**src/hdl/pretrigger_capture_engine_defines.svh**
```systemverilog
// ----------------------------------------------------------------------------
// Pretrigger capture engine assertion macros
// Shared concurrent assertion wrappers; ASSERT_OFF compiles them away.
// ----------------------------------------------------------------------------
`ifndef PRETRIGGER_CAPTURE_ENGINE_DEFINES_SVH
`define PRETRIGGER_CAPTURE_ENGINE_DEFINES_SVH

`ifndef ASSERT_OFF

// Antecedent implies consequent in the same cycle.
`define PCE_ASSERT_IMPLY(lbl, clk, rst_n, ante, cons) \
    lbl: assert property (@(posedge clk) disable iff (!rst_n) (ante) |-> (cons)) \
        else $error("pretrigger capture engine: implication check failed");

// Antecedent implies consequent in the next cycle.
`define PCE_ASSERT_NEXT(lbl, clk, rst_n, ante, cons) \
    lbl: assert property (@(posedge clk) disable iff (!rst_n) (ante) |=> (cons)) \
        else $error("pretrigger capture engine: next-cycle check failed");

`else

`define PCE_ASSERT_IMPLY(lbl, clk, rst_n, ante, cons)
`define PCE_ASSERT_NEXT(lbl, clk, rst_n, ante, cons)

`endif

`endif

```
**src/hdl/pce_pkg.sv**
```systemverilog
// ----------------------------------------------------------------------------
// Pretrigger capture engine package
// Shared constants, entry, command and result types.
// ----------------------------------------------------------------------------
`timescale 1ns / 1ps

package pce_pkg;

    localparam int CAPTURE_DEPTH = 1024;
    localparam int PRE_DEPTH     = 20;
    localparam int COPY_N        = (PRE_DEPTH < CAPTURE_DEPTH) ? PRE_DEPTH : CAPTURE_DEPTH;

    localparam int ADDR_W  = $clog2(CAPTURE_DEPTH);
    localparam int COUNT_W = $clog2(CAPTURE_DEPTH + 1);
    localparam int RING_W  = (PRE_DEPTH > 1) ? $clog2(PRE_DEPTH) : 1;
    localparam int CPY_W   = (COPY_N > 1) ? $clog2(COPY_N) : 1;

    localparam int LEVEL_W = 8;
    localparam int GAP_W   = 16;
    localparam int IDX_W   = 10;
    localparam int ENTRY_W = 11;
    localparam int HOLD_W  = 20;
    localparam int SUM_W   = 21;
    localparam int CMP_W   = (COUNT_W > IDX_W) ? COUNT_W : IDX_W;

    localparam logic [LEVEL_W-1:0] THRESH_RESET = LEVEL_W'(43);
    localparam logic [HOLD_W-1:0]  HOLD_RESET   = HOLD_W'(20000);

    localparam int Q_DEPTH = 2;
    localparam int Q_PTR_W = (Q_DEPTH > 1) ? $clog2(Q_DEPTH) : 1;
    localparam int Q_CNT_W = $clog2(Q_DEPTH + 1);

    typedef enum logic [1:0] {
        OP_SAMPLE = 2'd0,
        OP_READ   = 2'd1,
        OP_FROZEN = 2'd2
    } op_t;

    typedef struct packed {
        logic [GAP_W-1:0]   gap_us;
        logic               press_right;
        logic               press_left;
        logic [LEVEL_W-1:0] level_right;
        logic [LEVEL_W-1:0] level_left;
    } entry_t;

    typedef struct packed {
        op_t              kind;
        entry_t           entry;
        logic [IDX_W-1:0] read_index;
        logic             trig_left;
        logic             trig_right;
        logic             rel_left;
        logic             rel_right;
    } cmd_t;

    typedef struct packed {
        logic               capturing;
        logic               capture_ready;
        logic               side_right;
        logic [ENTRY_W-1:0] entry_count;
        logic               read_valid;
        entry_t             entry;
    } res_t;

endpackage

```
**src/hdl/pce_front.sv**
```systemverilog
// ----------------------------------------------------------------------------
// Pretrigger capture engine front end
// Decodes an incoming beat and precomputes trigger and release flags.
// ----------------------------------------------------------------------------
`timescale 1ns / 1ps

module pce_front (
    input  logic                       cmd,
    input  logic                       freeze,
    input  logic [7:0]                 level_left,
    input  logic [7:0]                 level_right,
    input  logic                       press_left,
    input  logic                       press_right,
    input  logic [15:0]                gap_us,
    input  logic [9:0]                 read_index,
    input  logic [pce_pkg::LEVEL_W-1:0] threshold,
    output pce_pkg::cmd_t              item
);
    import pce_pkg::*;

    logic hi_left;
    logic hi_right;

    assign hi_left  = (level_left >= threshold) || press_left;
    assign hi_right = (level_right >= threshold) || press_right;

    always_comb
    begin
        if (cmd)
            item.kind = OP_READ;
        else if (freeze)
            item.kind = OP_FROZEN;
        else
            item.kind = OP_SAMPLE;
        item.entry.level_left  = level_left;
        item.entry.level_right = level_right;
        item.entry.press_left  = press_left;
        item.entry.press_right = press_right;
        item.entry.gap_us      = gap_us;
        item.read_index        = read_index;
        item.trig_left         = hi_left;
        item.trig_right        = hi_right;
        item.rel_left          = !hi_left;
        item.rel_right         = !hi_right;
    end

endmodule

```
**config.mk**
```make
export PLATFORM = sky130hd
export DESIGN_NAME = pce_front
export DESIGN_NICKNAME = d
export VERILOG_FILES = /design/src/hdl/pretrigger_capture_engine_defines.svh /design/src/hdl/pce_pkg.sv /design/src/hdl/pce_front.sv
export SDC_FILE = /design/constraint.sdc
export NUM_CORES = 1
export LEC_CHECK = 0
export BUFFER_PORTS_ARGS = -buffer_cell sky130_fd_sc_hd__buf_2
export CORE_MARGIN = 1.5
export CORE_UTILIZATION = 35
export DETAILED_ROUTE_END_ITERATION = 16
export PLACE_DENSITY = 0.95
export REMOVE_ABC_BUFFERS = 1
export SYNTH_ARGS = -nofsm -noshare
export SYNTH_HDL_FRONTEND = slang
export SYNTH_SLANG_ARGS = --single-unit
```
**constraint.sdc**
```tcl
create_clock -name vclk -period 3
set_input_delay 0.15 -clock vclk [all_inputs]
set_output_delay 0.15 -clock vclk [all_outputs]
set_load 0.1 [all_outputs]
```
# [Word-level counts from Yosys, hierarchy flattened]
# Index checks and enable logic that the tools add are counted.
[word_totals] input_bits=54 ff_bits=0
[classes] mux=2 order_cmp=2 reduce_logical=4
[op_table] cell="$ge 8x8->1" count=2
[op_table] cell="$mux 2" count=2
[op_table] cell="$logic_not 1->1" count=2
[op_table] cell="$logic_or 1x1->1" count=2

# [Depth between registers and ports, before layout]
# Gate-level depths: netlist of run 1.
[depth] ltp_word=3 depth_mapped=6 mapped_depth_nobuf=5

# [Least setup slack after synthesis of run 1]
# No wires, ideal clock.
[synth_timing] kind="input to output" start="input port threshold[6] (netlist name)" end="output port item[0] (netlist name)" required_ns=2.850 arrival_ns=1.623 path_slack_ns=1.227 stages=5 path_cell_list="inv_1 > ha_1 > a21o_1 > a211oi_2 > o21a_1"
[synth_lines] item="start, declared" line="pce_front.sv:16" rtl="input logic [pce_pkg::LEVEL_W-1:0] threshold,"
[synth_lines] item="end, declared" line="pce_front.sv:17" rtl="output pce_pkg::cmd_t item"

==> results of run 1 <==
==> path summary, 6_finish.rpt <==
| path | startpoint | to | slack, ns | cells after the start |
|---|---|---|---|---|
| max | threshold[6] | item[1] | 1.31 | 7 |
| min | gap_us[0] | item[32] | 0.30 | 0 |
==> routing by layer <==
layer	routed length (um)	track usage (%)
met5	0	2.38
met4	0	0
met3	321	9.82
met2	697	20.8
met1	723	16.5
==> cell type report <==
class	count	area [um^2]
tap	27	33.8
multi-input combinational	35	349
timing repair buffer	52	260
inverter	9	33.8
fill	235	1280
==> worst max-delay path: stages <==
cell and delay (ns):
buf_2 0.08, inv_1 0.05, ha_1 0.29, a21o_1 0.19, a211oi_2 0.23, o21a_1 0.14
buf_2 0.41
==> through the flow <==
step | area (um^2) | std cells | setup slack (ns) | total power, W
final | 677 | 123 | 1.31 | 0.000227
after global routing | 677 | 123 | 1.20 | 0.000240
after CTS | 677 | 123 | 1.30 | 0.000230
after detailed placement | 677 | 123 | 1.31 | 0.000229
after global placement | 677 | 123 | 1.32 | 0.000227
after floorplan | 383 | 44 | 0.0213 | 0.0000812
==> cells in the mapped netlist <==
cell / instances
a211oi_1: 2
a211oi_2: 2
a21o_1: 2
buf_4: 47
ha_1: 16
inv_1: 9
nor2b_1: 1
nor3b_1: 2
o2111ai_1: 2
o211ai_1: 2
o21a_1: 4
o21ai_0: 2
==> cell families after synthesis <==
| logic type | Yosys count | share of synthesized area [%] |
|---|---|---|
| and+or+nand+nor | 3 | 2.89 |
| AOI/OAI and AO/OA | 16 | 17.3 |
| adders and majority gates | 16 | 27.2 |
| buffers and inverters | 56 | 52.6 |
==> power by group <==
part	internal [W]	total, W	switching, W
registers	0	0	0
clock network	0	0	0
logic	0.0000479	0.000227	0.000180
==> impl_results.md, run 1 <==
- Pwr/cell area: roughly 340 nW/um^2
- RSZ-0062 raised after global routing: false
- Most frequent cells in the layout: buf_2, ha_1, inv_1
- Sequential Area: 0 um^2
- Vias in the first global route: 568
- Final Hold Fails: 0
- Max Slew Vio Count: 0
- TritonRoute pass-1 iters: 5
- # diodes: 0
- # rows: 16
- Gpl congestion: approximately 0.63
- Setup TNS: 0 ns
- Pin count of the biggest net entering global routing: 3
- Cell accounting for the most synthesized area: buf_4
- Initial antenna violation count: 0
- Nature of the critical path endpoint: output port
- CLK BUF: 0
- Mapped cell area: 736 um^2
- Top cells by area, synth: buf_4, ha_1, inv_1
- Critical path type: in -> out
- Setup-failing EPs final: 0
- First-pass GRT wire length: 2.51 mm
- Req. time, crit path: 2.85 ns
- Relative slew slack: between 60% and 70%
- Post_cts resized: 0
- DIE AREA: between 2000 and 2500 um^2
- Outcome: completed
- DIE HEIGHT: 48.8 um
- Initial Utilization: between 30% and 40%
- Total I/O pin count: 104
- Layout cells sized above 1: roughly 56%
- Nets: 168
- Post-Route WL: 1.74 mm
- Tcrit/Tclk final: 56.2%
- Commonest non-fill, non-tap cell in the layout: buf_2
- Syn. warnings: 0
- Post-synth cell types: 12
- Worst EP arrival: 1.54 ns
- DRC: 0
- Synthesized instance count: 91
- Remaining antenna violation count: 0
- Sequential cell count: 0
- Min cycle time layout: 1.69 ns
- Worst hold margin: 0.300 ns
- Sequential share of the synthesized area: 0%
- Worst slew pin tran: approximately 0.5 ns
- IO buf count: 52
- Total global routing overflow: 0
- Maximum operating frequency: 0.593 GHz
- Total GRT Usage: 13.7%
- Peak supply drop: 0.121 mV
- Die X: 48.8 um
- Setup repair bufs after CTS: 0
- Dpl hpwl: 1.63 mm
- Leak: between 0.4 and 0.5 nW
- Setup crit start kind: input pin
- CP max FO: 2
- Final core utilization: 34.5%
- Synthesis-to-finish area growth: -7.99%
- Core Box Area: 1960 um^2
- Vias: 582
- Hold-fix buffers at CTS: 0
- Syn_area_per_cell: 8.08 um^2
- Detail-routed via count per cell: 4.73
- Max Cap Viol: 0
- Routed WL per cell: 14.2 um
- Yosys top cell area share: 48.0%
- Iter 0 DRT Violations: 3
- Worst Hold Class: in -> out
Note: power is estimated with default switching activity, not from simulation.
==> run 2: changes to the inputs <==
CORE_ASPECT_RATIO = 1.75   (was unset)
CORE_UTILIZATION = 29   (was 35)
PLACE_DENSITY = 0.87   (was 0.95)
clock period = 1.55 ns   (was 3 ns; I/O delays follow)
==> run 2 against run 1 <==
Effect of this change: die area is 20% higher; critical endpoint is now item[2]; routed wire length is 2.3% higher; worst hold slack lost 0.14 ns; sequential share of layout area stayed put; cell area up 8.7%; highest routed layer is now met4; largest cell class unchanged; clock-buffer cell count unchanged; first-iteration DRC count grew 130%; flip-flop and latch count unchanged.
==> impl_results.md, run 2 (synthesized netlist as in run 1, its figures left out) <==
- Outcome: completed
- Synthesis-to-finish area growth: 0%
- Switching portion of total power: 74.3% (-4.7 points)
- Post_cts resized: 0 (unchanged)
- DRC: 0 (unchanged)
- Gpl congestion: 0.753 (+20%)
- Die X: 41.1 um (-16%)
- Slowest-stage cell, CP: ha_1
- DP Worst Slack: 0.148 ns (-1.16 ns)
- # rows: 24 (+8)
- Max Cap Viol: 0 (unchanged)
- Commonest non-fill, non-tap cell in the layout: buf_2
- IO buf count: 52 (unchanged)
- Final core utilization: 29.9% (-4.6 points)
- Hold EP: item[9]
- First-pass GRT wire length: 2.42 mm (-3.6%)
- Combinational power share: 100.0% (about the same)
- Highest routed layer: met4
- Worst min-delay path startpoint: read_index[5]
- Initial antenna violation count: 0 (unchanged)
- Initial Utilization: 29.9% (-7.6 points)
- Pwr/cell area: 650 nW/um^2 (+93%)
- Met1 WL: 610 um (-16%)
- Sequential share of power: 0% (unchanged)
- Detail-routed via count per cell: 4.93 (+4.1%)
- Nature of the critical path endpoint: output port
- Worst slew pin tran: 0.491 ns (+0.000490 ns)
- CP max FO: 2 (unchanged)
- Final setup margin: 0.157 ns (-1.16 ns)
- Critical path's largest stage delay: 0.30 ns (-0.11 ns)
- TritonRoute pass-1 iters: 2 (-3)
- Setup TNS: 0 ns (unchanged)
- Nets: 168 (unchanged)
- Layout cells sized above 1: 56.3% (unchanged)
- DIE HEIGHT: 69.6 um (+43%)
- Iter 0 DRT Violations: 7 (+4)
- Maximum operating frequency: 0.718 GHz
- Relative slew slack: 67.5% (about the same)
- Layout fillers: 259 (+10%)
- Worst Hold Class: in -> out
- Sequential cell count: 0 (unchanged)
- Setup crit start kind: input pin
- Dpl cell area: 736 um^2 (+8.7%)
- Internal power: 0.000123 W (+160%)
- CLK BUF: 0 (unchanged)
- Hold Path Depth: 0 (unchanged)
- Wire length on met2: 825 um (+18%)
- Core Box Area: 2460 um^2 (+26%)
- Vias: 601 (+3.3%)
- Req. time, crit path: 1.47 ns (-1.38 ns)
- Total global routing overflow: 0 (unchanged)
- Cell breakdown of the critical path: buf_2 > ha_1 > a21o_1 > a211oi_2 > o21ai_0 > buf_12
- Most frequent cells in the layout: buf_2, ha_1, inv_1
- Total I/O pin count: 104 (unchanged)
- Pin count of the biggest net entering global routing: 3 (unchanged)
- Vias in the first global route: 606 (+6.7%)
- Worst EP arrival: 1.32 ns (-0.22 ns)
- # diodes: 0 (unchanged)
- Met3 wire len: 338 um (+5.3%)
- Max Slew Vio Count: 0 (unchanged)
- Setup-failing EPs final: 0 (unchanged)
- Setup repair bufs after CTS: 0 (unchanged)
- Critical path type: in -> out
- Post-route cell area: 736 um^2 (+8.7%)
- Hold-fix buffers at CTS: 0 (unchanged)
- Switch Pwr: 0.000355 W (+98%)
- Peak supply drop: 0.282 mV (+130%)
- DIE AREA: 2860 um^2 (+20%)
- Tcrit/Tclk final: 89.9%
- Remaining antenna violation count: 0 (unchanged)
- Min cycle time layout: 1.39 ns
- Final Hold Fails: 0 (unchanged)
- Dpl hpwl: 1.69 mm (+3.2%)
- RSZ-0062 raised after global routing: false
- Sequential Area: 0 um^2 (unchanged)
- Total GRT Usage: 11.8% (-1.8 points)
- Post-Route WL: 1.78 mm (+2.3%)
- Routed WL per cell: 14.6 um (+3.1%)
- Leak: 0.441 nW (+5.2%)
- Clock power frac: 0% (unchanged)
[run 2: power groups by stage]
stage	combinational (W)	clock, W	sequential (W)
floorplan	0.000157	0	0
global placement	0.000476	0	0
detailed placement	0.000482	0	0
CTS	0.000483	0	0
global route	0.000507	0	0
finish	0.000478	0	0
[run 2: cell type report]
class	instances	area (um^2)	area share, %
inverters	9	33.8	4.59
repair buffers	52	320	43.5
well taps	26	32.5	4.42
multi-input cells	35	349	47.4
[run 2: metrics by stage]
stage / total power [W] / hold WS (ns) / instances
after CTS: 0.000483 / 0.156 / 122
final: 0.000478 / 0.155 / 122
after global placement: 0.000476 / 0.156 / 122
after floorplan: 0.000157 / 0.155 / 44
after global routing: 0.000507 / 0.155 / 122
after detailed placement: 0.000482 / 0.156 / 122
[run 2: metal layers]
metal	vias to the layer above	track usage, %
met3	2	8.33
li1	273	-
met1	251	10.6
met4	0	0.370
met5	-	5.00
met2	75	20.7
[run 2: worst max-delay path by stage]
stage | end | cells past startpoint | start | slack, ns
after floorplan | item[3] | 5 | threshold[3] | -1.28
after global placement | item[3] | 6 | level_left[6] | 0.17
after detailed placement | item[2] | 6 | level_right[6] | 0.15
after CTS | item[2] | 6 | level_right[6] | 0.14
after global routing | item[3] | 7 | threshold[6] | 0.04
final | item[2] | 6 | level_right[6] | 0.16
[run 2: critical path, delay by kind of cell]
kind	cells	cell delay (ns)
adders and majority gates	1	0.30
AOI/OAI and AO/OA	3	0.63
buffers and inverters	2	0.31
