## src/hdl/pretrigger_capture_engine_defines.svh

```systemverilog
// ----------------------------------------------------------------------------
// Pretrigger capture engine assertion macros
// Shared concurrent assertion wrappers; ASSERT_OFF compiles them away.
// ----------------------------------------------------------------------------
`ifndef PRETRIGGER_CAPTURE_ENGINE_DEFINES_SVH
`define PRETRIGGER_CAPTURE_ENGINE_DEFINES_SVH

`ifndef ASSERT_OFF

// Antecedent implies consequent in the same cycle.
`define PCE_ASSERT_IMPLY(lbl, clk, rst_n, ante, cons) \
    lbl: assert property (@(posedge clk) disable iff (!rst_n) (ante) |-> (cons)) \
        else $error("pretrigger capture engine: implication check failed");

// Antecedent implies consequent in the next cycle.
`define PCE_ASSERT_NEXT(lbl, clk, rst_n, ante, cons) \
    lbl: assert property (@(posedge clk) disable iff (!rst_n) (ante) |=> (cons)) \
        else $error("pretrigger capture engine: next-cycle check failed");

`else

`define PCE_ASSERT_IMPLY(lbl, clk, rst_n, ante, cons)
`define PCE_ASSERT_NEXT(lbl, clk, rst_n, ante, cons)

`endif

`endif

```

## src/hdl/pce_pkg.sv

```systemverilog
// ----------------------------------------------------------------------------
// Pretrigger capture engine package
// Shared constants, entry, command and result types.
// ----------------------------------------------------------------------------
`timescale 1ns / 1ps

package pce_pkg;

    localparam int CAPTURE_DEPTH = 1024;
    localparam int PRE_DEPTH     = 20;
    localparam int COPY_N        = (PRE_DEPTH < CAPTURE_DEPTH) ? PRE_DEPTH : CAPTURE_DEPTH;

    localparam int ADDR_W  = $clog2(CAPTURE_DEPTH);
    localparam int COUNT_W = $clog2(CAPTURE_DEPTH + 1);
    localparam int RING_W  = (PRE_DEPTH > 1) ? $clog2(PRE_DEPTH) : 1;
    localparam int CPY_W   = (COPY_N > 1) ? $clog2(COPY_N) : 1;

    localparam int LEVEL_W = 8;
    localparam int GAP_W   = 16;
    localparam int IDX_W   = 10;
    localparam int ENTRY_W = 11;
    localparam int HOLD_W  = 20;
    localparam int SUM_W   = 21;
    localparam int CMP_W   = (COUNT_W > IDX_W) ? COUNT_W : IDX_W;

    localparam logic [LEVEL_W-1:0] THRESH_RESET = LEVEL_W'(43);
    localparam logic [HOLD_W-1:0]  HOLD_RESET   = HOLD_W'(20000);

    localparam int Q_DEPTH = 2;
    localparam int Q_PTR_W = (Q_DEPTH > 1) ? $clog2(Q_DEPTH) : 1;
    localparam int Q_CNT_W = $clog2(Q_DEPTH + 1);

    typedef enum logic [1:0] {
        OP_SAMPLE = 2'd0,
        OP_READ   = 2'd1,
        OP_FROZEN = 2'd2
    } op_t;

    typedef struct packed {
        logic [GAP_W-1:0]   gap_us;
        logic               press_right;
        logic               press_left;
        logic [LEVEL_W-1:0] level_right;
        logic [LEVEL_W-1:0] level_left;
    } entry_t;

    typedef struct packed {
        op_t              kind;
        entry_t           entry;
        logic [IDX_W-1:0] read_index;
        logic             trig_left;
        logic             trig_right;
        logic             rel_left;
        logic             rel_right;
    } cmd_t;

    typedef struct packed {
        logic               capturing;
        logic               capture_ready;
        logic               side_right;
        logic [ENTRY_W-1:0] entry_count;
        logic               read_valid;
        entry_t             entry;
    } res_t;

endpackage

```

## src/hdl/pce_queue.sv

```systemverilog
// ----------------------------------------------------------------------------
// Pretrigger capture engine command queue
// Short FIFO of decoded commands between front and back end.
// ----------------------------------------------------------------------------
`timescale 1ns / 1ps

module pce_queue (
    input  logic          clk,
    input  logic          rst_n,
    input  logic          wr_en,
    input  pce_pkg::cmd_t wr_item,
    output logic          full,
    input  logic          rd_en,
    output pce_pkg::cmd_t rd_item,
    output logic          not_empty
);
    import pce_pkg::*;

    cmd_t               slot_reg [Q_DEPTH];
    logic [Q_PTR_W-1:0] wr_ptr_reg;
    logic [Q_PTR_W-1:0] wr_ptr_next;
    logic [Q_PTR_W-1:0] rd_ptr_reg;
    logic [Q_PTR_W-1:0] rd_ptr_next;
    logic [Q_CNT_W-1:0] count_reg;
    logic [Q_CNT_W-1:0] count_next;
    logic               do_wr;
    logic               do_rd;

    assign full      = (count_reg == Q_CNT_W'(Q_DEPTH));
    assign not_empty = (count_reg != '0);
    assign rd_item   = slot_reg[rd_ptr_reg];
    assign do_wr     = wr_en && !full;
    assign do_rd     = rd_en && not_empty;

    always_comb
    begin
        wr_ptr_next = wr_ptr_reg;
        rd_ptr_next = rd_ptr_reg;
        count_next  = count_reg;
        if (do_wr)
            wr_ptr_next = (wr_ptr_reg == Q_PTR_W'(Q_DEPTH - 1)) ? '0
                                                                : wr_ptr_reg + Q_PTR_W'(1);
        if (do_rd)
            rd_ptr_next = (rd_ptr_reg == Q_PTR_W'(Q_DEPTH - 1)) ? '0
                                                                : rd_ptr_reg + Q_PTR_W'(1);
        if (do_wr && !do_rd)
            count_next = count_reg + Q_CNT_W'(1);
        else if (do_rd && !do_wr)
            count_next = count_reg - Q_CNT_W'(1);
    end

    always_ff @(posedge clk or negedge rst_n)
    begin
        if (!rst_n)
        begin
            wr_ptr_reg <= '0;
            rd_ptr_reg <= '0;
            count_reg  <= '0;
        end
        else
        begin
            wr_ptr_reg <= wr_ptr_next;
            rd_ptr_reg <= rd_ptr_next;
            count_reg  <= count_next;
        end
    end

    always_ff @(posedge clk)
    begin
        if (do_wr)
            slot_reg[wr_ptr_reg] <= wr_item;
    end

endmodule

```

## config.mk

```make
export PLATFORM = sky130hd
export DESIGN_NAME = pce_queue
export DESIGN_NICKNAME = d
export VERILOG_FILES = /design/src/hdl/pretrigger_capture_engine_defines.svh /design/src/hdl/pce_pkg.sv /design/src/hdl/pce_queue.sv
export SDC_FILE = /design/constraint.sdc
export NUM_CORES = 1
export LEC_CHECK = 0
export BUFFER_PORTS_ARGS = -buffer_cell sky130_fd_sc_hd__buf_2
export CAP_MARGIN = 20
export CORE_MARGIN = 2
export CORE_UTILIZATION = 30
export CTS_BUF_LIST = sky130_fd_sc_hd__clkbuf_4
export DETAILED_ROUTE_END_ITERATION = 8
export PLACE_DENSITY = 0.55
export SLEW_MARGIN = 40
export SYNTH_ARGS = -nofsm -noshare
export SYNTH_HDL_FRONTEND = slang
export SYNTH_SLANG_ARGS = --single-unit
```

## constraint.sdc

```tcl
create_clock -name clk -period 7.9 [get_ports clk]
set_input_delay 1.58 -clock clk [delete_from_list [all_inputs] [get_ports clk]]
set_output_delay 1.58 -clock clk [all_outputs]
set_load 0.005 [all_outputs]
```

Yosys cells after proc, flatten, opt, wreduce, memory -nomap -nowiden
Memory sizes are Yosys's and may differ from the RTL's.
Index checks and enable logic that the tools add are counted.
Widths: inputs -> output; s select.
- bits in latches: 0
- ROM bits: 0
- register bits: 4
- memory bits (writable): 100
- output and inout bits: 52
- memories kept: 1
- $mul: 0
- reduce and logical (&&, ||, !) cells: 9
- add/subtract/negate cells: 4
- bitwise operators: 0
- order comparisons: 0
- shift-type cells: 0
- equal/unequal tests: 1
- divide/modulo/power cells: 0
- muxes and demuxes: 6
- memories (name ; depth ; width ; read ports ; clocked after memory_dff ; wr ports ; RTL line ; text):
    slot_reg ; 2 ; 50 ; 1 ; 0 ; 1 ; pce_queue.sv:19 ; cmd_t slot_reg [Q_DEPTH];
- operators by type and width (kind ; count):
    $logic_and 1x1->1 ; 4
    $mux 1 ; 4
    $mux 2 ; 2
    $reduce_bool 2->1 ; 2
    $logic_not 1->1 ; 3
    $add 1x1->1 const B ; 2
    $add 2x1->2 const B ; 1
    $eq 2x2->1 const B ; 1
    $sub 2x1->2 const B ; 1

Depth between registers and ports, before layout
Gate-level depths: netlist of run 1.
- depth after elaboration: 7
- gate-level depth with buffers: 7
- mapped depth without buffers: 7

Worst setup path after synthesis of run 1
Ideal clock, no wire load.
- path type: input port to flip-flop
- start point: input wr_en
- end point: memory slot_reg[0][0] in the netlist's numbering, enable pin
- library setup time: 0.458 ns
- buffers on the path: 0
- slack: 3.676 ns
- arrival time: 3.767 ns
- stages on the path: 2
- path through: nand2_1 -> nor2_1
- cells in the longest elaborated chain, start to end: 3
- RTL lines (item ; RTL line ; text):
    start, declared ; pce_queue.sv:10 ; input logic wr_en,
    $logic_and 1x1->1 ; pce_queue.sv:32 ; assign do_wr = wr_en && !full;
    $mux 1 ; pce_queue.sv:70 ; if (do_wr)
    $mux 1 (not written as such) ; pce_queue.sv:71 ; slot_reg[wr_ptr_reg] <= wr_item;
    end, declared ; pce_queue.sv:19 ;
No other way between the ends.

==> qor.yml, run 1 <==
wl_um: 6740
antenna_found_initial: 0
drtAntennaViolNets: 0
synth-seq-cells: 104
fmax_mhz: 280
drive_above_1_share: 0.597
initialDrtViolationCount: 69
synth-warning-count: 0
clk_latency_ps: 480
finalHoldViolCount: 0
status: "complete, no violations"
cp_data_required_time_ps: 6320
core_area_mm2: 0.0132
drc: 0
netlist_area_mm2: 0.00406
wire_per_inst_um: 14.4
hold_class: "register to register"
grt_max_degree: 41
power_density_mw_per_mm2: 332
path_max_fanout: 29
synth_top_cell_by_area: "edfxtp_1"
die_h_um: 120
ioPinCount: 106
cts_buffer_depth: 2
via_count: 1934
power_leakage_nw: 1.94
path_clk_slew_ps: 130
area_growth_pct: 20.0
postCtsSetupBuffers: 0
root_buffer: "clkbuf_4"
vias_per_cell: 4.12
tightest_slew_ps: 571
min_period_over_period: 0.453
initial_core_util: 0.307
synth_cell_types: 16
finalCriticalPeriod_ps: 3580
syn_area_per_cell_um2: 23.2
worstPathArrival_ps: 2000
antenna_cells: 0
maxSlewViolCount: 0
portBuffers: 105
num_rows: 42
grt_pass1_wl_um: 10400
cts_buffers: 9
grtUsageTotal: 0.100
max_slew_margin: 0.619
first_pass_iters: 3
ys_seq_area_frac: 0.764
cts_tree: "done"
rsz0062_at_grt: "false"
peakVddDrop_v: 0.000184
skew_ps: 17.3
synth_area_leaders: "edfxtp_1 74%, mux2_4 18%, buf_12 2.5%"
timing.hold.ws_ps: 498
grt_pass1_vias: 2016
hold_buffers: 0
crit_type: "register to output pin"
startpoint_type: "register"
die-area_mm2: 0.0145
postCtsResizedCells: 0
synthCells: 175
drv_cap: 0
synth_top_area_share: 0.739
die_x_um: 120
clock-sinks: 104
largest_reg_flops: 100
setup_viol_count_final: 0
final_nets: 343
place_congestion: 0.684
htreeDepth: 3
grt_overflow: 0
syn_nets: 230
hpwlAfterDp_um: 4420
setup_tns_ps: 0
crit_path_end_kind: "output pin"
==> per-layer routing <==
metal / wire (µm) / part of all wire / track usage / vias to the layer above
li1: - / - / - / 905
met1: 2780 / 0.41 / 0.113 / 955
met2: 3380 / 0.50 / 0.162 / 62
met3: 403 / 0.060 / 0.0354 / 12
met4: 176 / 0.026 / 0.0632 / 0
met5: 0 / 0 / 0 / -
==> critical path, cell delays in order, from the launching register on <==
cell     delay, ps
dfrtp_4        740
buf_12         290
mux2_4         330
buf_2          130
==> cells in the final DEF, fill, tap and decap left out, drive strengths merged <==
cell / Yosys / routed
and3: 1 / 1
buf: 6 / 108
bufinv: 0 / 1
clkbuf: 0 / 9
clkinv: 0 / 5
clkinvlp: 0 / 1
dfrtp: 4 / 4
edfxtp: 100 / 100
ha: 1 / 1
inv: 2 / 2
mux2: 50 / 50
nand2: 2 / 2
nand2b: 1 / 1
nor2: 2 / 2
or2: 1 / 1
xnor2: 3 / 3
xor2: 2 / 2
==> kinds of logic after synthesis <==
| family | count (synthesis) | synth area share |
|---|---|---|
| DFF | 104 | 0.764 |
| muxes | 50 | 0.184 |
| buffers and inverters | 8 | 0.0293 |
| and+or+nand+nor | 7 | 0.00894 |
| xor gates and xnor gates | 5 | 0.0108 |
| adders and majority gates | 1 | 0.00308 |
==> path summary, 6_finish.rpt <==
kind	startpoint	to	slack, ps	cells past startpoint
max reg2reg	count_reg[0]	slot_reg[0][8]	5830	4
min in group asynchronous	rst_n	count_reg[1]	890	1
max	rd_ptr_reg	rd_item[49]	4320	3
min reg2reg	count_reg[1]	count_reg[1]	500	1
min	count_reg[1]	count_reg[1]	500	1
max in group asynchronous	rst_n	rd_ptr_reg	6880	1
==> metrics by stage <==
stage / util / cell area, µm² / power, mW / worst slack [ps] / std cells
floorplan: - / 4060 / 1.23 / 3680 / 175
global placement: 0.357 / 4720 / 1.37 / 4670 / 452
detailed placement: 0.358 / 4740 / 1.39 / 4680 / 453
CTS: 0.368 / 4870 / 1.65 / 4230 / 469
global route: 0.368 / 4870 / 1.72 / 4180 / 469
finish: 0.368 / 4870 / 1.62 / 4320 / 469
==> Yosys cell counts <==
master	count
and3_1	1
buf_12	5
buf_6	1
dfrtp_1	4
edfxtp_1	100
ha_1	1
inv_1	2
mux2_2	1
mux2_4	49
nand2_1	1
nand2_2	1
nand2b_1	1
nor2_1	2
or2_1	1
xnor2_1	3
xor2_1	2
==> final cells by class <==
type / count / area, µm²
clock buffers: 9 / 67.6
clock inverters: 7 / 62.6
fillers: 1313 / 8370
inverters: 2 / 7.51
multi-input cells: 63 / 848
flip-flops and latches: 104 / 3110
well taps: 176 / 220
repair buffers: 108 / 561
==> where the power goes <==
part,leakage (nW),internal (mW),switching [mW],total [mW]
clock network,0.0684,0.0934,0.168,0.261
registers,0.975,0.755,0.0665,0.822
logic,0.897,0.308,0.225,0.533
total,1.94,1.16,0.459,1.62
Power figures use the tool's default switching activity.
==> run 2: changes to the inputs <==
==> constraint.sdc (replaced) <==
create_clock -name clk -period 3.6 [get_ports clk]
set_input_delay 0.72 -clock clk [delete_from_list [all_inputs] [get_ports clk]]
set_output_delay 0.72 -clock clk [all_outputs]
set_load 0.005 [all_outputs]
==> run 2 against run 1 <==
  * Via count is 0.93% lower
  * Design area is 0.13% higher
  * Critical path depth stayed put
  * Critical endpoint is now rd_item[46]
  * Largest cell class unchanged
  * Clock skew is 5.3 ps higher
  * Die area stayed put
  * First-iteration DRC count is 5.8% higher
  * Non-clock buffer count is 2 higher
  * Clock power is 93% higher
==> qor.yml, run 2 (same netlist as run 1, synthesis figures left out) <==
fmax_mhz: 348
min_period_over_period: 0.799
drtAntennaViolNets: 0  # unchanged
hold_class: "primary input to register"
initial_core_util: 0.307  # unchanged
die-area_mm2: 0.0145  # unchanged
layout_common_cells: "105 x buf_2, 100 x edfxtp_1, 49 x mux2_4, 11 x clkbuf_4"
power_frac_seq: 0.525  # +0.016
path_clk_slew_ps: 150  # +20 ps
setup_viol_count_final: 0  # unchanged
clkPwrFrac: 0.144  # -0.018
path_max_fanout: 32  # +10%
slowest_delay_ps: 860  # +120 ps
dpl.cell_count: 454  # +0.22%
worstPathArrival_ps: 2160  # +160 ps
die_x_um: 120  # unchanged
rsz0062_at_grt: "false"
largest_reg_flops: 100  # unchanged
drive_above_1_share: 0.597  # -0.000659
crit_path_end_kind: "output pin"
cp_data_required_time_ps: 2880  # -3440 ps
place_congestion: 0.640  # -6.4%
first_pass_iters: 2  # -1
drc: 0  # unchanged
postCtsResizedCells: 0  # unchanged
cts_buffers: 9  # unchanged
cts_buffer_depth: 2  # unchanged
grt_pass1_wl_um: 10100  # -2.6%
startpoint_type: "register"
grt_pass1_vias: 1975  # -2.0%
root_buffer: "clkbuf_4"
cts_tree: "done"
initialDrtViolationCount: 73  # +5.8%
portBuffers: 105  # unchanged
pwr-share-comb: 0.331  # about the same
via_count: 1916  # -0.93%
layout_commonest_cell: "buf_2"
power_density_mw_per_mm2: 715  # +120%
num_rows: 42  # unchanged
p_sw_frac: 0.285  # +0.000873
power_leakage_nw: 1.94  # +0.11%
crit_type: "register to output pin"
finish.utilization: 0.368  # +0.000473
crit_family: "flip-flops"
tightest_slew_ps: 708  # +136 ps
wire_per_inst_um: 14.5  # +0.93%
path_buf_inv: 2  # unchanged
die_h_um: 120  # unchanged
core_area_mm2: 0.0132  # unchanged
wl_um: 6830  # +1.4%
finalCriticalPeriod_ps: 2880
grtUsageTotal: 0.0985  # -0.00161
clk_latency_ps: 470  # about the same
grt_overflow: 0  # unchanged
internal_power_mw: 2.50  # +120%
hpwlAfterDp_um: 4530  # +2.3%
clock-sinks: 104  # unchanged
vias_per_cell: 4.07  # -1.4%
slowest_stage: "dfrtp_4"
max_slew_margin: 0.527  # -0.0920
peakVddDrop_v: 0.000396  # +120%
status: "complete, no violations"
htreeDepth: 3  # unchanged
drv_cap: 0  # unchanged
skew_ps: 22.6  # +5.32 ps
setup_tns_ps: 0  # unchanged
postCtsSetupBuffers: 0  # unchanged
antenna_cells: 0  # unchanged
maxSlewViolCount: 0  # unchanged
finalHoldViolCount: 0  # unchanged
final.setup.worst_slack_ps: 723  # -3600 ps
crit_chain: "buf_4 -> mux2_4 -> buf_2"
ioPinCount: 106  # unchanged
hold_buffers: 1  # +1
antenna_found_initial: 0  # unchanged
power_switching_mw: 0.995  # +120%
area_growth_pct: 20.1
dpl_worst_slack_ps: 1210  # -3480 ps
instances_no_fill: 471  # +0.43%
grt_max_degree: 33  # -20%
final_nets: 345  # +0.58%
## run 2: power by group through the flow
stage	Combinational [mW]	Clock [mW]	Sequential, mW
floorplan	0.946	0	1.75
finish	1.16	0.503	1.83
global route	1.26	0.581	1.87
CTS	1.19	0.540	1.85
global placement	1.18	0	1.86
detailed placement	1.19	0	1.87
## run 2: area by class of cell
cell class / count / area (µm²)
multi-input cells: 63 / 848
well taps: 176 / 220
inverters: 2 / 7.51
clock buffers: 11 / 82.6
flip-flops and latches: 104 / 3110
repair buffers: 110 / 591
fillers: 1306 / 8360
clock inverters: 5 / 23.8
## run 2: worst paths after layout
| path | startpoint | to | slack, ps | depth (start not counted) |
|---|---|---|---|---|
| worst max-delay path | rd_ptr_reg | rd_item[46] | 720 | 3 |
| worst min-delay path | wr_item[26] | slot_reg[0][26] | 420 | 1 |
| worst max register to register | count_reg[0] | slot_reg[0][44] | 1650 | 4 |
| worst min register to register | count_reg[1] | count_reg[1] | 520 | 1 |
| max in group asynchronous | rst_n | rd_ptr_reg | 2910 | 2 |
| min in group asynchronous | rst_n | count_reg[0] | 550 | 2 |
## run 2: routing by layer
| layer | vias to the layer above | wire length, µm | track usage |
|---|---|---|---|
| li1 | 911 | - | - |
| met1 | 928 | 2800 | 0.107 |
| met2 | 63 | 3370 | 0.160 |
| met3 | 14 | 476 | 0.0387 |
| met4 | 0 | 189 | 0.0632 |
| met5 | - | 0 | 0 |
## run 2: metrics by stage
stage / hold WS [ps] / power (mW) / area, µm²
final: 418 / 3.49 / 4880
after global routing: 375 / 3.71 / 4880
after CTS: 362 / 3.58 / 4880
after detailed placement: 490 / 3.06 / 4760
after global placement: 476 / 3.04 / 4760
after floorplan: 424 / 2.70 / 4060
==> run 3: changes to the inputs <==
--- a/config.mk
+++ b/config.mk
@@ -5,6 +5,7 @@
 export SDC_FILE = /design/constraint.sdc
 export NUM_CORES = 1
 export LEC_CHECK = 0
+export ABC_AREA = 1
 export BUFFER_PORTS_ARGS = -buffer_cell sky130_fd_sc_hd__buf_2
 export CAP_MARGIN = 20
 export CORE_MARGIN = 2
==> constraint.sdc (replaced) <==
create_clock -name clk -period 2.9 [get_ports clk]
set_input_delay 0.58 -clock clk [delete_from_list [all_inputs] [get_ports clk]]
set_output_delay 0.58 -clock clk [all_outputs]
set_load 0.005 [all_outputs]
==> run 3 against run 2 <==
  * Clock skew is 5.5 ps lower
  * Clock power is 26% higher
  * Clock-buffer cell count is 1 lower
  * Cell count is 23% higher
  * Critical endpoint is now rd_item[10]
  * Routed wire length is 12% higher
  * Highest routed layer unchanged
  * First-iteration DRC count grew to 2.7 times the previous value
  * Sequential share of layout area is 1.7 points higher
==> qor.yml, run 3 <==
root_buffer: "clkbuf_4"
stdcell_area_mm2: 0.00475  # -2.6%
power_density_mw_per_mm2: 886  # +24%
antenna_cells: 0  # unchanged
netlist_area_mm2: 0.00395  # -2.8%
via_count: 2365  # +23%
initialDrtViolationCount: 194  # +170%
reg2reg_slack_ps: 1070  # -580 ps
crit_type: "register to output pin"
path_clk_slew_ps: 150  # about the same
hold_path_startpoint: "wr_item[25]"
synth.most_common_cell: "nand2_1"
hold_class: "primary input to register"
synth_common_cells: "148 x nand2_1, 100 x edfxtp_1, 13 x nand2_2, 6 x inv_1"
min_period_over_period: 0.861
status: "complete, no violations"
max_slew_margin: 0.617  # +0.0901
ff2ff_path_depth: 4  # unchanged
core_area_mm2: 0.0127  # -3.9%
synth-seq-cells: 104  # unchanged
grt_pass1_wl_um: 12100  # +20%
postCtsSetupBuffers: 0  # unchanged
cts_buffer_depth: 2  # unchanged
grt_max_degree: 52  # +58%
finalHoldViolCount: 0  # unchanged
largest_reg_flops: 100  # unchanged
die_x_um: 119  # -1.4%
grtUsageTotal: 0.113  # +0.0146
maxSlewViolCount: 0  # unchanged
holdPathStages: 1  # unchanged
crit_chain: "buf_4 -> nand2_1 -> nand2_1 -> buf_2"
wire_per_inst_um: 13.2  # -8.8%
postCtsResizedCells: 0  # unchanged
num_rows: 41  # -2.4%
placed_cell_area_mm2: 0.00463  # -2.8%
worstPathArrival_ps: 1920  # -240 ps
instances_no_fill: 580  # +23%
layout_common_cells: "148 x nand2_1, 105 x buf_2, 100 x edfxtp_1, 13 x nand2_2, 10 x clkbuf_4"
die-area_mm2: 0.0141  # -2.7%
synthCells: 293  # +67%
synth_edf_count: 100  # unchanged
ioPinCount: 106  # unchanged
clock-sinks: 104  # unchanged
synth_ff_type: "edfxtp_1"
skew_ps: 17.1  # -5.50 ps
crit_path_end_kind: "output pin"
tightest_slew_ps: 574  # -133 ps
slowest_delay_ps: 770  # -90 ps
vias_per_cell: 4.08  # +0.24%
hpwlAfterDp_um: 4940  # +9.2%
drive_above_1_share: 0.350  # -0.246
synth-warning-count: 0  # unchanged
grt_overflow: 0  # unchanged
r2r-start: "count_reg[1]"
final_nets: 458  # +33%
synth_top_cell_by_area: "edfxtp_1"
finalCriticalPeriod_ps: 2500
rsz0062_at_grt: "false"
grt_pass1_vias: 2443  # +24%
synthArstFlopShare: 0.0385  # unchanged
syn_nets: 348  # +51%
clk_latency_ps: 440  # -30 ps
place_congestion: 0.668  # +4.4%
peakVddDrop_v: 0.000393  # -0.75%
startpoint_type: "register"
portBuffers: 105  # unchanged
die_h_um: 119  # -1.4%
cp_data_required_time_ps: 2320  # -560 ps
drtAntennaViolNets: 0  # unchanged
layout_commonest_cell: "nand2_1"
htreeDepth: 3  # unchanged
dpl.cell_count: 563  # +24%
initial_core_util: 0.310  # +0.00360
drc: 0  # unchanged
path_buf_inv: 2  # unchanged
drv_cap: 0  # unchanged
slowest_stage: "dfrtp_2"
crit_top_cell: "nand2_1"
reg2reg_to: "slot_reg[1][8]"
synth_cell_types: 18  # +2
ys_seq_area_frac: 0.786  # +0.0220
setup_tns_ps: 0  # unchanged
path_max_fanout: 28  # -13%
syn_area_per_cell_um2: 13.5  # -42%
setup_viol_count_final: 0  # unchanged
cts_buffers: 9  # unchanged
crit_family: "flip-flops"
cts_tree: "done"
area_growth_pct: 20.4
synth_area_leaders: "edfxtp_1 76%, nand2_1 14%, dfrtp_1 2.5%"
power_leakage_nw: 2.02  # +4.1%
whs_endpoint: "slot_reg[1][25]"
synth_top_area_share: 0.761  # +0.0213
first_pass_iters: 4  # +2
wl_um: 7680  # +12%
antenna_found_initial: 0  # unchanged
finish.utilization: 0.374  # +0.00504
fmax_mhz: 400
run 3: cells by family after synthesis:
logic type                 synth area share
buffers and inverters                0.0364
AOI/OAI and AO/OA                   0.00127
and+or+nand+nor                       0.171
adders and majority gates           0.00317
xor gates and xnor gates            0.00222
DFF                                   0.786
run 3: metal layers:
layer  global-route usage  vias to the layer above  wire (µm)
li1                     -                     1196          -
met1                0.127                     1085       3290
met2                0.196                       78       3810
met3               0.0497                        6        505
met4               0.0298                        0         70
met5                    0                        -          0
run 3: worst reg2reg max path: cells and delay by family (launching register included):
family | cells | cell delay, ps
AO/OA/AOI/OAI | 1 | 200
flip-flops | 1 | 410
AND/OR/NAND/NOR | 1 | 390
buffers and inverters | 2 | 510
run 3: how the worst max path moves through the flow:
stage	from	to	slack, ps	cells past startpoint
2_1_floorplan	wr_en	slot_reg[1][0]	480	2
3_3_place_gp	rd_ptr_reg	rd_item[17]	850	4
3_5_place_dp	rd_ptr_reg	rd_item[10]	830	4
4_1_cts	rd_ptr_reg	rd_item[10]	300	4
5_1_grt	rd_ptr_reg	rd_item[49]	160	4
6_report	rd_ptr_reg	rd_item[10]	400	4
run 3: timing repair:
item,CTS,global route
hold buffers,1,0
setup endpoints to repair,0,0
endpoints found under the hold margin,4,0
run 3: per-stage QoR:
stage | hold slack (ps) | power (mW) | worst slack (ps)
5_1_grt | 233 | 4.55 | 160
4_1_cts | 263 | 4.31 | 302
2_1_floorplan | 284 | 3.10 | 478
3_3_place_gp | 394 | 3.65 | 851
3_5_place_dp | 392 | 3.67 | 835
6_report | 311 | 4.21 | 403
run 3: cell type report:
cell class	instances	area (µm²)
clock inverters	6	36.3
repair buffers	110	578
clock buffers	10	75.1
inverters	8	35.0
multi-input cells	170	708
well taps	172	215
flip-flops and latches	104	3100
fillers	1285	7970
run 3: power breakdown:
part	total, mW	internal [mW]	switching, mW
logic	1.38	0.521	0.862
clock network	0.632	0.181	0.452
registers	2.20	2.04	0.152
